**src/design/sakc_pkg.sv**
```systemverilog
// Shared types and constants for the sorted array key counter.
// Holds op codes, result field widths and the controller/datapath command
// and status structs. No dependencies.
package sakc_pkg;

    localparam int OP_W = 2;
    localparam int OUT_CNT_W = 11;
    localparam int OUT_POS_W = 10;

    localparam logic [OP_W-1:0] OP_LOAD  = 2'd0;
    localparam logic [OP_W-1:0] OP_QUERY = 2'd1;
    localparam logic [OP_W-1:0] OP_CLEAR = 2'd2;

    typedef struct packed {
        logic load;        // append item_value to the array
        logic clear;       // empty the array
        logic start;       // latch key, open the first-edge search
        logic start_last;  // open the last-edge search
        logic rd_mid;      // read the probe entry
        logic rd_nbr;      // read the neighbor of the probe entry
        logic go_left;     // hi = mid - 1
        logic go_right;    // lo = mid + 1
        logic hit;         // record mid as the edge of the current search
        logic out_load;    // capture the result into the output register
    } sakc_cmd_t;

    typedef struct packed {
        logic range_ok;    // lo <= hi
        logic eq;          // read data equals key
        logic gt;          // read data above key
        logic at_edge;     // mid sits on the search bound (lo or hi)
        logic pass_last;   // searching for the last edge
        logic full;        // array holds DEPTH entries
    } sakc_stat_t;

endpackage

```
**src/design/sakc_ctrl.sv**
```systemverilog
// Controller for the sorted array key counter: sequences the two binary
// searches and owns the handshakes. Depends on sakc_pkg.
module sakc_ctrl (
    input  logic                        aclk,
    input  logic                        aresetn,
    input  logic                        s_valid,
    output logic                        s_ready,
    input  logic [sakc_pkg::OP_W-1:0]   s_op,
    output logic                        m_valid,
    input  logic                        m_ready,
    output sakc_pkg::sakc_cmd_t         cmd,
    input  sakc_pkg::sakc_stat_t        stat
);

    typedef enum logic [4:0] {
        ST_IDLE  = 5'b00001,
        ST_PROBE = 5'b00010,
        ST_CMP   = 5'b00100,
        ST_NBR   = 5'b01000,
        ST_DONE  = 5'b10000
    } state_t;

    state_t state_reg, state_next;
    logic   m_valid_reg, m_valid_next;

    assign s_ready = (state_reg == ST_IDLE);
    assign m_valid = m_valid_reg;

    always_comb begin
        logic end_pass;
        end_pass   = 1'b0;
        cmd        = '0;
        state_next = state_reg;
        unique case (state_reg)
            ST_IDLE: begin
                if (s_valid) begin
                    unique case (s_op)
                        sakc_pkg::OP_LOAD:  cmd.load = !stat.full;
                        sakc_pkg::OP_CLEAR: cmd.clear = 1'b1;
                        sakc_pkg::OP_QUERY: begin
                            cmd.start  = 1'b1;
                            state_next = ST_PROBE;
                        end
                        default: ;
                    endcase
                end
            end
            ST_PROBE: begin
                if (stat.range_ok) begin
                    cmd.rd_mid = 1'b1;
                    state_next = ST_CMP;
                end else begin
                    end_pass = 1'b1;
                end
            end
            ST_CMP: begin
                if (stat.eq) begin
                    if (stat.at_edge) begin
                        cmd.hit  = 1'b1;
                        end_pass = 1'b1;
                    end else begin
                        cmd.rd_nbr = 1'b1;
                        state_next = ST_NBR;
                    end
                end else if (stat.gt) begin
                    cmd.go_left = 1'b1;
                    state_next  = ST_PROBE;
                end else begin
                    cmd.go_right = 1'b1;
                    state_next   = ST_PROBE;
                end
            end
            ST_NBR: begin
                if (!stat.eq) begin
                    cmd.hit  = 1'b1;
                    end_pass = 1'b1;
                end else begin
                    // neighbor still matches: keep narrowing toward the edge
                    cmd.go_right = stat.pass_last;
                    cmd.go_left  = !stat.pass_last;
                    state_next   = ST_PROBE;
                end
            end
            ST_DONE: begin
                if (!m_valid_reg || m_ready) begin
                    cmd.out_load = 1'b1;
                    state_next   = ST_IDLE;
                end
            end
            default: state_next = ST_IDLE;
        endcase
        if (end_pass) begin
            if (stat.pass_last) begin
                state_next = ST_DONE;
            end else begin
                cmd.start_last = 1'b1;
                state_next     = ST_PROBE;
            end
        end
    end

    always_comb begin
        m_valid_next = m_valid_reg;
        if (cmd.out_load) begin
            m_valid_next = 1'b1;
        end else if (m_ready) begin
            m_valid_next = 1'b0;
        end
    end

    always_ff @(posedge aclk) begin
        if (!aresetn) begin
            state_reg   <= ST_IDLE;
            m_valid_reg <= 1'b0;
        end else begin
            state_reg   <= state_next;
            m_valid_reg <= m_valid_next;
        end
    end

endmodule

```
**config.mk**
```make
export PLATFORM = sky130hd
export DESIGN_NAME = sakc_ctrl
export DESIGN_NICKNAME = d
export VERILOG_FILES = /design/src/design/sakc_pkg.sv /design/src/design/sakc_ctrl.sv
export SDC_FILE = /design/constraint.sdc
export NUM_CORES = 1
export LEC_CHECK = 0
export ABC_AREA = 1
export BUFFER_PORTS_ARGS = -buffer_cell sky130_fd_sc_hd__buf_4
export CAP_MARGIN = 40
export CORE_MARGIN = 8
export CORE_UTILIZATION = 35
export DETAILED_ROUTE_END_ITERATION = 8
export PLACE_DENSITY = 0.66
export SYNTH_ARGS = -nofsm -noshare
export SYNTH_HDL_FRONTEND = slang
export SYNTH_SLANG_ARGS = --single-unit
```
**constraint.sdc**
```tcl
create_clock -name aclk -period 1.1 [get_ports aclk]
set_clock_uncertainty 0.1 [all_clocks]
set_input_delay 0.22 -clock aclk [delete_from_list [all_inputs] [get_ports aclk]]
set_output_delay 0.22 -clock aclk [all_outputs]
set_load 0.1 [all_outputs]
```
==> metrics.txt, run 1 <==
GRT Residual Overflow=0; RSZ-0062 raised after global routing=true; initial core utilization=0.374; Tcrit/Tclk final=1.69; Port-buffer cells=23; top cell type's share of synthesized area=0.247; Max-slew headroom=0.786; die area=~2800 um2; # DRC=0; Pins Over Slew Limit=0; Clock Latency Late Sink=roughly 0.25 ns; critical-path maximum fanout=2; Syn Std Cell Area=~490 um2; most frequent cells after synthesis=14 x inv_1, 11 x nor2_1, 8 x nand2_1; Top-Level Pins=24; GRT Overall Usage=0.173; fillcell total=19; Req. time, crit path=a little under 0.8 ns; CTS root buf=clkbuf_4; CTS H-Tree Depth=1; Vias=a little under 900; worst path arrival time=between 1.5 and 2 ns; vias in the first global route=~790; CTS tree=yes; Worst-path clk slew=around 0.06 ns; synth top area cells=dfxtp_1 25%, inv_1 11%, nor2_1 8.5%, nand3_1 7.2%, nor2_4 6.9%; Post-Synthesis Cells=75; syn_area_per_cell=between 6 and 7 um2; Synth Flop Type=dfxtp_1; Seq/Total Area, Yosys=0.247; status=finished, violations left; DIE WIDTH=around 53 um; failing checks=setup timing; drt via density=~6.0; DRT iter0 DRCs=46; YS warnings=0; timing-limited maximum frequency=536 MHz; critical path type=reg2out; Synth cell types=18; core region area=between 1000 and 1500 um2; area leader, netlist=dfxtp_1; initial antenna violation count=0; CTS Buf Count=3; Die Ht=approximately 53 um; first-pass GRT wire length=3.75 mm; EDFF count, synth=0; Hold Crit Class=in2reg; Post-DRT Antenna Nets=0; CTS Buffer Depth=2; Post-Syn Nets=87; Hold Buf Count CTS=0; Setup crit end kind=output port; final hold violation count=0; ANT cells=0; # setup viols final=17; max-cap violations=0; leakage=around 0.56 nW; Pre-antenna DRT Iters=4; Rows=13; Min Clock Period, post-route=roughly 1.9 ns; Worst-Margin Slew=0.320 ns; GPL Wtd Cong=~0.8; WL final=3.38 mm; TritonCTS Sinks=6; # nets final=~140; max reg flops=5; average routed wire per standard cell=23.3 um; dpl cell area=roughly 950 um2; pre-CTS WS=-0.496 ns; Final WS setup=-0.764 ns; ys async rst share=0; Finished Cell Area=1270 um2; FF+latch count, synth=6; Critical Path Source Type=flip-flop; cell with the most instances after synthesis=inv_1; Power Density=1300 nW/um2; Post-DP HPWL=approximately 1.4 mm; area delta synth->final=160%; largest net degree at the start of global routing=7; share of cells above drive strength 1=0.769; Peak supply drop=between 0.001 and 0.0015 V
layer usage:
metal | part of all wire | up-vias | GRT usage
met4 | 0.081 | 0 | 0.0588
met2 | 0.50 | 72 | 0.314
li1 | - | 356 | -
met3 | 0.096 | 32 | 0.0392
met5 | 0 | - | 0
met1 | 0.32 | 412 | 0.190
kinds of logic (layout without fill, tap and decap cells):
| kind of cell | count (synthesis) | count (layout) | share of synthesized area |
|---|---|---|---|
| compound gates | 5 | 5 | 0.0540 |
| buf+inv | 17 | 72 | 0.139 |
| flops | 6 | 6 | 0.247 |
| simple gates | 47 | 47 | 0.560 |
final timing paths:
| kind | startpoint | to | slack [ns] | cells past startpoint |
|---|---|---|---|---|
| worst max-delay path | state_reg[1]$_SDFFE_PN0P_ | cmd[6] | -0.76 | 7 |
| worst min-delay path | aresetn | state_reg[0]$_SDFFE_PN1P_ | 0.09 | 2 |
| worst max register to register | state_reg[3]$_SDFFE_PN0P_ | state_reg[4]$_SDFFE_PN0P_ | -0.64 | 11 |
| worst min register to register | state_reg[4]$_SDFFE_PN0P_ | m_valid$_SDFFE_PN0P_ | 0.60 | 3 |
through the flow:
stage	total power, mW	hold WS (ns)	std cells	util	TNS, ns
5_1_grt	1.69	0.0921	145	0.973	-9.87
6_report	1.64	0.0851	145	0.973	-9.14
3_3_place_gp	1.01	0.299	132	0.732	-5.30
2_1_floorplan	0.789	0.189	75	-	-6.92
3_5_place_dp	1.02	0.301	132	0.732	-5.66
4_1_cts	1.41	0.0443	142	0.932	-7.58
where the power goes:
| group | switching [mW] | internal (mW) |
|---|---|---|
| clock network | 0.110 | 0.139 |
| registers | 0.0426 | 0.244 |
| logic | 0.671 | 0.434 |
placed cells by master (no fill, tap or decap), drive strengths merged, types with 2 or more instances in the layout:
cell type | synthesis | final
inv | 16 | 15
o21ai | 2 | 2
a21oi | 2 | 2
buf | 1 | 52
nor3 | 3 | 3
clkbuf | 0 | 4
nand2 | 11 | 11
dfxtp | 6 | 6
nand3 | 10 | 10
nand4 | 4 | 4
nor2 | 18 | 18
layout make-up:
| class | instances | area (um2) | area share |
|---|---|---|---|
| clock buffer | 4 | 26.3 | 0.0208 |
| inverter | 16 | 66.3 | 0.0524 |
| multi-input combinational | 52 | 470 | 0.372 |
| sequential | 6 | 138 | 0.109 |
| tap | 15 | 18.8 | 0.0148 |
| timing repair buffer | 52 | 547 | 0.432 |
critical path: stages (launching register included):
cell        delay (ns)
dfxtp_2           0.38
inv_2             0.07
nor2_2            0.11
nand4_1           0.18
nand3_2           0.15
nand2_2           0.10
clkinvlp_4        0.12
buf_12            0.17
what timing repair did:
action | 4_1_cts | 5_1_grt
pin swaps | 11 | 5
resized for setup | 47 | 10
endpoints found under the setup margin | 17 | 18
buffers inserted | 6 | 3
Power figures use the tool's default switching activity.
==> run 2, diff against run 1 <==
BUFFER_PORTS_ARGS = -buffer_cell sky130_fd_sc_hd__buf_2   (was -buffer_cell sky130_fd_sc_hd__buf_4)
SETUP_SLACK_MARGIN = 0.1   (was default)
SKIP_LAST_GASP = 1   (was default)
==> run 2 against run 1 <==
Effect of this change: synthesized cell count is the same; the flow now stops in clock tree synthesis; synthesized area is the same.
==> metrics.txt, run 2 <==
Seq/Total Area, Yosys=0.247; CTS root buf=clkbuf_4; Die Ht=53.3 um; EDFF count, synth=0; Post-Syn Nets=87; YS warnings=0; Post-Synthesis Cells=75; area leader, netlist=dfxtp_1; CTS H-Tree Depth=1; CTS Buffer Depth=2; stop err=[ERROR DPL-0033] detailed placement checks failed during check placement.; cell with the most instances after synthesis=inv_1; CTS Buf Count=3; GPL Wtd Cong=0.812; top cell type's share of synthesized area=0.247; Synth Flop Type=dfxtp_1; setup bufs post-CTS=15; CTS-repair resized insts=24; Syn Std Cell Area=487 um2; Rows=13; status=aborted with a tool error; Port-buffer cells=23; syn_area_per_cell=around 6.5 um2; ys async rst share=0; Synth cell types=18; most frequent cells after synthesis=14 x inv_1, 11 x nor2_1, 8 x nand2_1; synth top area cells=dfxtp_1 25%, inv_1 11%, nor2_1 8.5%, nand3_1 7.2%, nor2_4 6.9%; Top-Level Pins=24; dpl cell area=roughly 1100 um2; DIE WIDTH=53.3 um; TritonCTS Sinks=6; Post-DP HPWL=around 1.6 mm; FF+latch count, synth=6; initial core utilization=0.374; Hold Buf Count CTS=0; pre-CTS WS=-0.425 ns; Stopped at=clock tree synthesis
-- run 2: logic make-up after synthesis --
kind of cell           share of synthesized area
flip-flops                                 0.247
buffers and inverters                      0.139
AO/OA/AOI/OAI                             0.0540
AND/OR/NAND/NOR                            0.560
-- run 2: through the flow --
stage | TNS [ns] | std cells
after detailed placement | -4.81 | 132
after floorplan | -6.92 | 75
after global placement | -4.32 | 132
==> run 3, diff against run 2 <==
CORE_AREA = 8 8 69 71   (was default)
CORE_MARGIN = default   (was 8)
CORE_UTILIZATION = default   (was 35)
DIE_AREA = 0 0 77 79   (was default)
PLACE_DENSITY = default   (was 0.66)
PLACE_DENSITY_LB_ADDON = 0.15   (was default)
SETUP_SLACK_MARGIN = default   (was 0.1)
clock period = 1.4 ns   (was 1.1 ns; I/O delays follow)
==> run 3 against run 2 <==
Effect of this change: the flow now finishes, with violations (setup timing).
==> metrics.txt, run 3 (synthesized netlist as in run 1, its figures left out) <==
status=finished, violations left; failing checks=setup timing; Worst-Margin Slew=approximately 0.26 ns; CTS Buf Count=3; Hold Path Origin=aresetn; Pins Over Slew Limit=0; CTS tree=yes; critical-path maximum fanout=2; Power Density=a little over 1000 nW/um2; R2R cell count=8; Hold Crit Class=in2reg; commonest non-fill, non-tap cell in the layout=buf_4; Worst-path clk slew=roughly 0.040 ns; # setup viols final=14; GRT Overall Usage=0.0599; CTS Buffer Depth=2; Worst setup startpoint=state_reg[1]$_SDFFE_PN0P_; pre-CTS WS=-0.207 ns; Top-Level Pins=24; Post-DRT Antenna Nets=0; Setup crit end kind=output port; DRT iter0 DRCs=6; # nets final=approximately 150; vias in the first global route=slightly below 700; largest net degree at the start of global routing=7; max reg flops=5; critical path type=reg2out; average routed wire per standard cell=10.1 um; R2R Setup Slk=-0.09 ns; reg2reg start=state_reg[1]$_SDFFE_PN0P_; WL final=approximately 1.8 mm; Port-buffer cells=23; Req. time, crit path=approximately 1.0 ns; Finished Cell Area=around 1300 um2; initial antenna violation count=0; critical path's largest stage delay=approximately 0.36 ns; GRT Residual Overflow=0; Vias=approximately 670; final hold violation count=0; GPL Wtd Cong=around 0.7; Hold Buf Count CTS=0; Min Clock Period, post-route=between 1.5 and 2 ns; Hold EP=state_reg[0]$_SDFFE_PN1P_; drt via density=about 3.7; RSZ-0062 raised after global routing=true; Max-slew headroom=0.829; fillcell total=around 420; CTS H-Tree Depth=1; reg2reg end=state_reg[0]$_SDFFE_PN1P_; CP Cell Sequence=inv_4, nor2_2, nand4_1, nand3_2, nand2_2, clkinvlp_4, buf_12; first-pass GRT wire length=approximately 2.9 mm; Die Ht=between 70 and 80 um; Critical Path Source Type=flip-flop; # DRC=0; Peak supply drop=around 0.00075 V; Post-DP HPWL=between 1.5 and 2 mm; worst hold slack=0.160 ns; TritonCTS Sinks=6; DIE WIDTH=between 70 and 80 um; Final WS setup=-0.376 ns; Rows=23; core region area=between 3000 and 4000 um2; timing-limited maximum frequency=563 MHz; Pre-antenna DRT Iters=3; leakage=between 0.5 and 0.6 nW; most frequent cells in the layout=28 x buf_4, 13 x buf_12, 11 x buf_2, 10 x inv_1, 8 x nor2_4; initial core utilization=0.128; ANT cells=0; CTS root buf=clkbuf_8; worst path arrival time=~1.4 ns; Tcrit/Tclk final=1.27; share of cells above drive strength 1=0.750; die area=6080 um2; Worst Hold Depth=2; Clock Latency Late Sink=approximately 0.22 ns; max-cap violations=0; area delta synth->final=169%; dpl cell area=1100 um2; Critical-path top delay cell=dfxtp_4
## run 3: how the worst max path moves through the flow
stage / to
detailed placement: cmd[2]
global route: cmd[6]
CTS: cmd[2]
global placement: cmd[2]
finish: cmd[6]
floorplan: cmd[9]
## run 3: timing repair
action                                  4_1_cts  5_1_grt
pin swaps                                     8       12
resized for setup                             9       13
buffers inserted                              6        6
endpoints found under the setup margin       12       14
## run 3: cell type report
cell class	instances	area [um2]	share of cell area
Clock buffer	4	45.0	0.0344
Inverter	16	78.8	0.0602
Multi-Input combinational cell	52	439	0.336
Sequential cell	6	135	0.103
Tap cell	50	62.6	0.0478
Timing Repair Buffer	54	548	0.419
## run 3: metrics by stage
step | power (mW) | TNS (ns) | std cells | utilization
after floorplan | 0.611 | -3.58 | 75 | -
after global placement | 0.874 | -0.960 | 167 | 0.289
after detailed placement | 0.877 | -1.03 | 167 | 0.289
after CTS | 1.23 | -3.65 | 177 | 0.321
after global routing | 1.41 | -4.65 | 182 | 0.345
final | 1.33 | -3.69 | 182 | 0.345
## run 3: report_power, final
| group | switching (mW) | internal [mW] | total [mW] |
|---|---|---|---|
| Clock | 0.0835 | 0.197 | 0.280 |
| Sequential | 0.0269 | 0.194 | 0.221 |
| Combinational | 0.459 | 0.373 | 0.833 |
## run 3: routing by layer
metal | wire [um] | GRT usage
met5 | 0 | 0
met2 | 878 | 0.0943
met3 | 214 | 0.0395
met4 | 19 | 0.0226
met1 | 727 | 0.0629
## run 3: critical path, delay by kind of cell, from the launching register on
kind / cells / cell delay [ns]
and+or+nand+nor: 4 / 0.49
buffers and inverters: 3 / 0.31
DFF: 1 / 0.36
==> run 4, diff against run 3 <==
==> constraint.sdc (replaced) <==
create_clock -name aclk -period 1.4 [get_ports aclk]
set_clock_uncertainty 0.1 [all_clocks]
set_input_delay 0.07 -clock aclk [delete_from_list [all_inputs] [get_ports aclk]]
set_output_delay 0.07 -clock aclk [all_outputs]
set_load 0.1 [all_outputs]
==> run 4 against run 3 <==
Effect of this change: the flow still finishes with violations (setup timing); final cell count decreased by 8.8%; first-iteration DRC count increased to 3.0 times the previous value; total power decreased by 5.8%; sequential share of layout area increased by 0.54 points; clock-buffer cell count decreased by 1; register-to-register slack about the same; largest cell class is now multi-input combinational cells; sequential cell count unchanged; largest power group unchanged.
==> metrics.txt, run 4 (synthesized netlist as in run 1, its figures left out) <==
leakage=a little under 0.5 nW; Int Pwr=slightly below 700 uW; Power Density=1050 nW/um2; status=finished, violations left; pre-CTS WS=-0.0216 ns; critical-path maximum fanout=5; average routed wire per standard cell=about 11 um; Hold Crit Class=in2reg; # setup viols final=13; Pins Over Slew Limit=0; drt via density=~3.8; DRT iter0 DRCs=18; core region area=approximately 3800 um2; Port-buffer cells=23; critical path type=reg2out; Vias=630; max-cap violations=0; Psw=560 uW; area delta synth->final=146%; Worst-path clk slew=approximately 0.04 ns; initial antenna violation count=0; Min Clock Period, post-route=about 1.6 ns; Hold Path Origin=stat[4]; Die Ht=slightly below 80 um; CTS Buf Count=3; WL final=1.78 mm; timing-limited maximum frequency=between 600 and 700 MHz; initial core utilization=0.128; switch share=0.446; max reg flops=5; fillcell total=around 410; Tcrit/Tclk final=1.12; CTS tree=yes; GPL Wtd Cong=between 0.7 and 0.8; Top-Level Pins=24; Worst-Margin Slew=around 0.49 ns; placed instance count=149; most frequent cells in the layout=12 x buf_2, 11 x buf_12, 10 x inv_1, 9 x nor2_4, 9 x buf_4; CTS H-Tree Depth=1; Clock Latency Late Sink=between 0.2 and 0.25 ns; failing checks=setup timing; largest net degree at the start of global routing=7; combinational fraction of design power=0.620; Max-slew headroom=0.679; Worst setup startpoint=state_reg[2]$_SDFFE_PN0P_; GRT Residual Overflow=0; TritonCTS Sinks=6; Final WS setup=-0.173 ns; final hold violation count=0; Rows=23; first-pass GRT wire length=2.77 mm; RSZ-0062 raised after global routing=true; share of cells above drive strength 1=0.707; Post-DP HPWL=1.39 mm; # DRC=0; Req. time, crit path=1.23 ns; fin cells=~170; vias in the first global route=roughly 630; die area=about 6100 um2; Post-DRT Antenna Nets=0; Setup crit end kind=output port; worst path arrival time=about 1.4 ns; # nets final=130; CTS Buffer Depth=2; Seq pwr share=0.174; DIE WIDTH=roughly 77 um; Clk pwr share=0.207; Peak supply drop=approximately 0.00088 V; reg2reg start=state_reg[2]$_SDFFE_PN0P_; GRT Overall Usage=0.0580; Pre-antenna DRT Iters=4; ANT cells=0; commonest non-fill, non-tap cell in the layout=buf_2; Critical Path Source Type=flip-flop; CTS root buf=clkbuf_8
## run 4: layout make-up
type	instances	area (um2)	share of cell area
tap	50	62.6	0.0522
sequential	6	130	0.109
inverter	16	66.3	0.0554
timing repair buffer	39	424	0.354
multi-input combinational	52	473	0.395
clock buffer	3	41.3	0.0345
## run 4: layer usage
metal | up-vias | part of all wire | track usage
met1 | 281 | 0.41 | 0.0622
met4 | 0 | 0.027 | 0.0453
met2 | 20 | 0.49 | 0.0875
li1 | 324 | - | -
met5 | - | 0 | 0
met3 | 5 | 0.080 | 0.0271
## run 4: path summary, 6_finish.rpt
kind                          endpoint  slack [ns]  cells after the start
max                             cmd[9]       -0.17                      4
min          state_reg[3]$_SDFFE_PN0P_        0.05                      3
max reg2reg  state_reg[1]$_SDFFE_PN0P_       -0.10                      9
min reg2reg       m_valid$_SDFFE_PN0P_        0.47                      2
## run 4: critical path, cell delays in order, from the launching register on
cell	delay (ns)
dfxtp_4	0.36
nor2_4	0.17
nand4_4	0.19
nor4_4	0.25
buf_12	0.22
## run 4: timing repair
action,in CTS,in global routing
gates resized for setup,6,20
buffers inserted,3,9
pin swaps,6,13
hold endpoints to repair,2,0
hold buffers,2,0
setup endpoints to repair,11,14
## run 4: stage by stage
stage,cell area (um2),setup TNS (ns),power [mW],utilization,hold slack (ns)
after floorplan,598,-1.79,0.612,-,0.0388
after global placement,948,-0.0284,0.808,0.250,0.166
after detailed placement,948,-0.0216,0.806,0.250,0.175
after CTS,1050,-1.62,1.14,0.277,0.0468
after global routing,1200,-2.47,1.33,0.315,0.0621
final,1200,-1.45,1.26,0.315,0.0464
## run 4: power by group through the flow
stage / Combinational [mW] / Clock [mW] / Sequential (mW)
global placement: 0.587 / 0 / 0.220
global route: 0.833 / 0.279 / 0.220
detailed placement: 0.586 / 0 / 0.220
floorplan: 0.389 / 0 / 0.223
CTS: 0.648 / 0.269 / 0.218
finish: 0.778 / 0.259 / 0.218
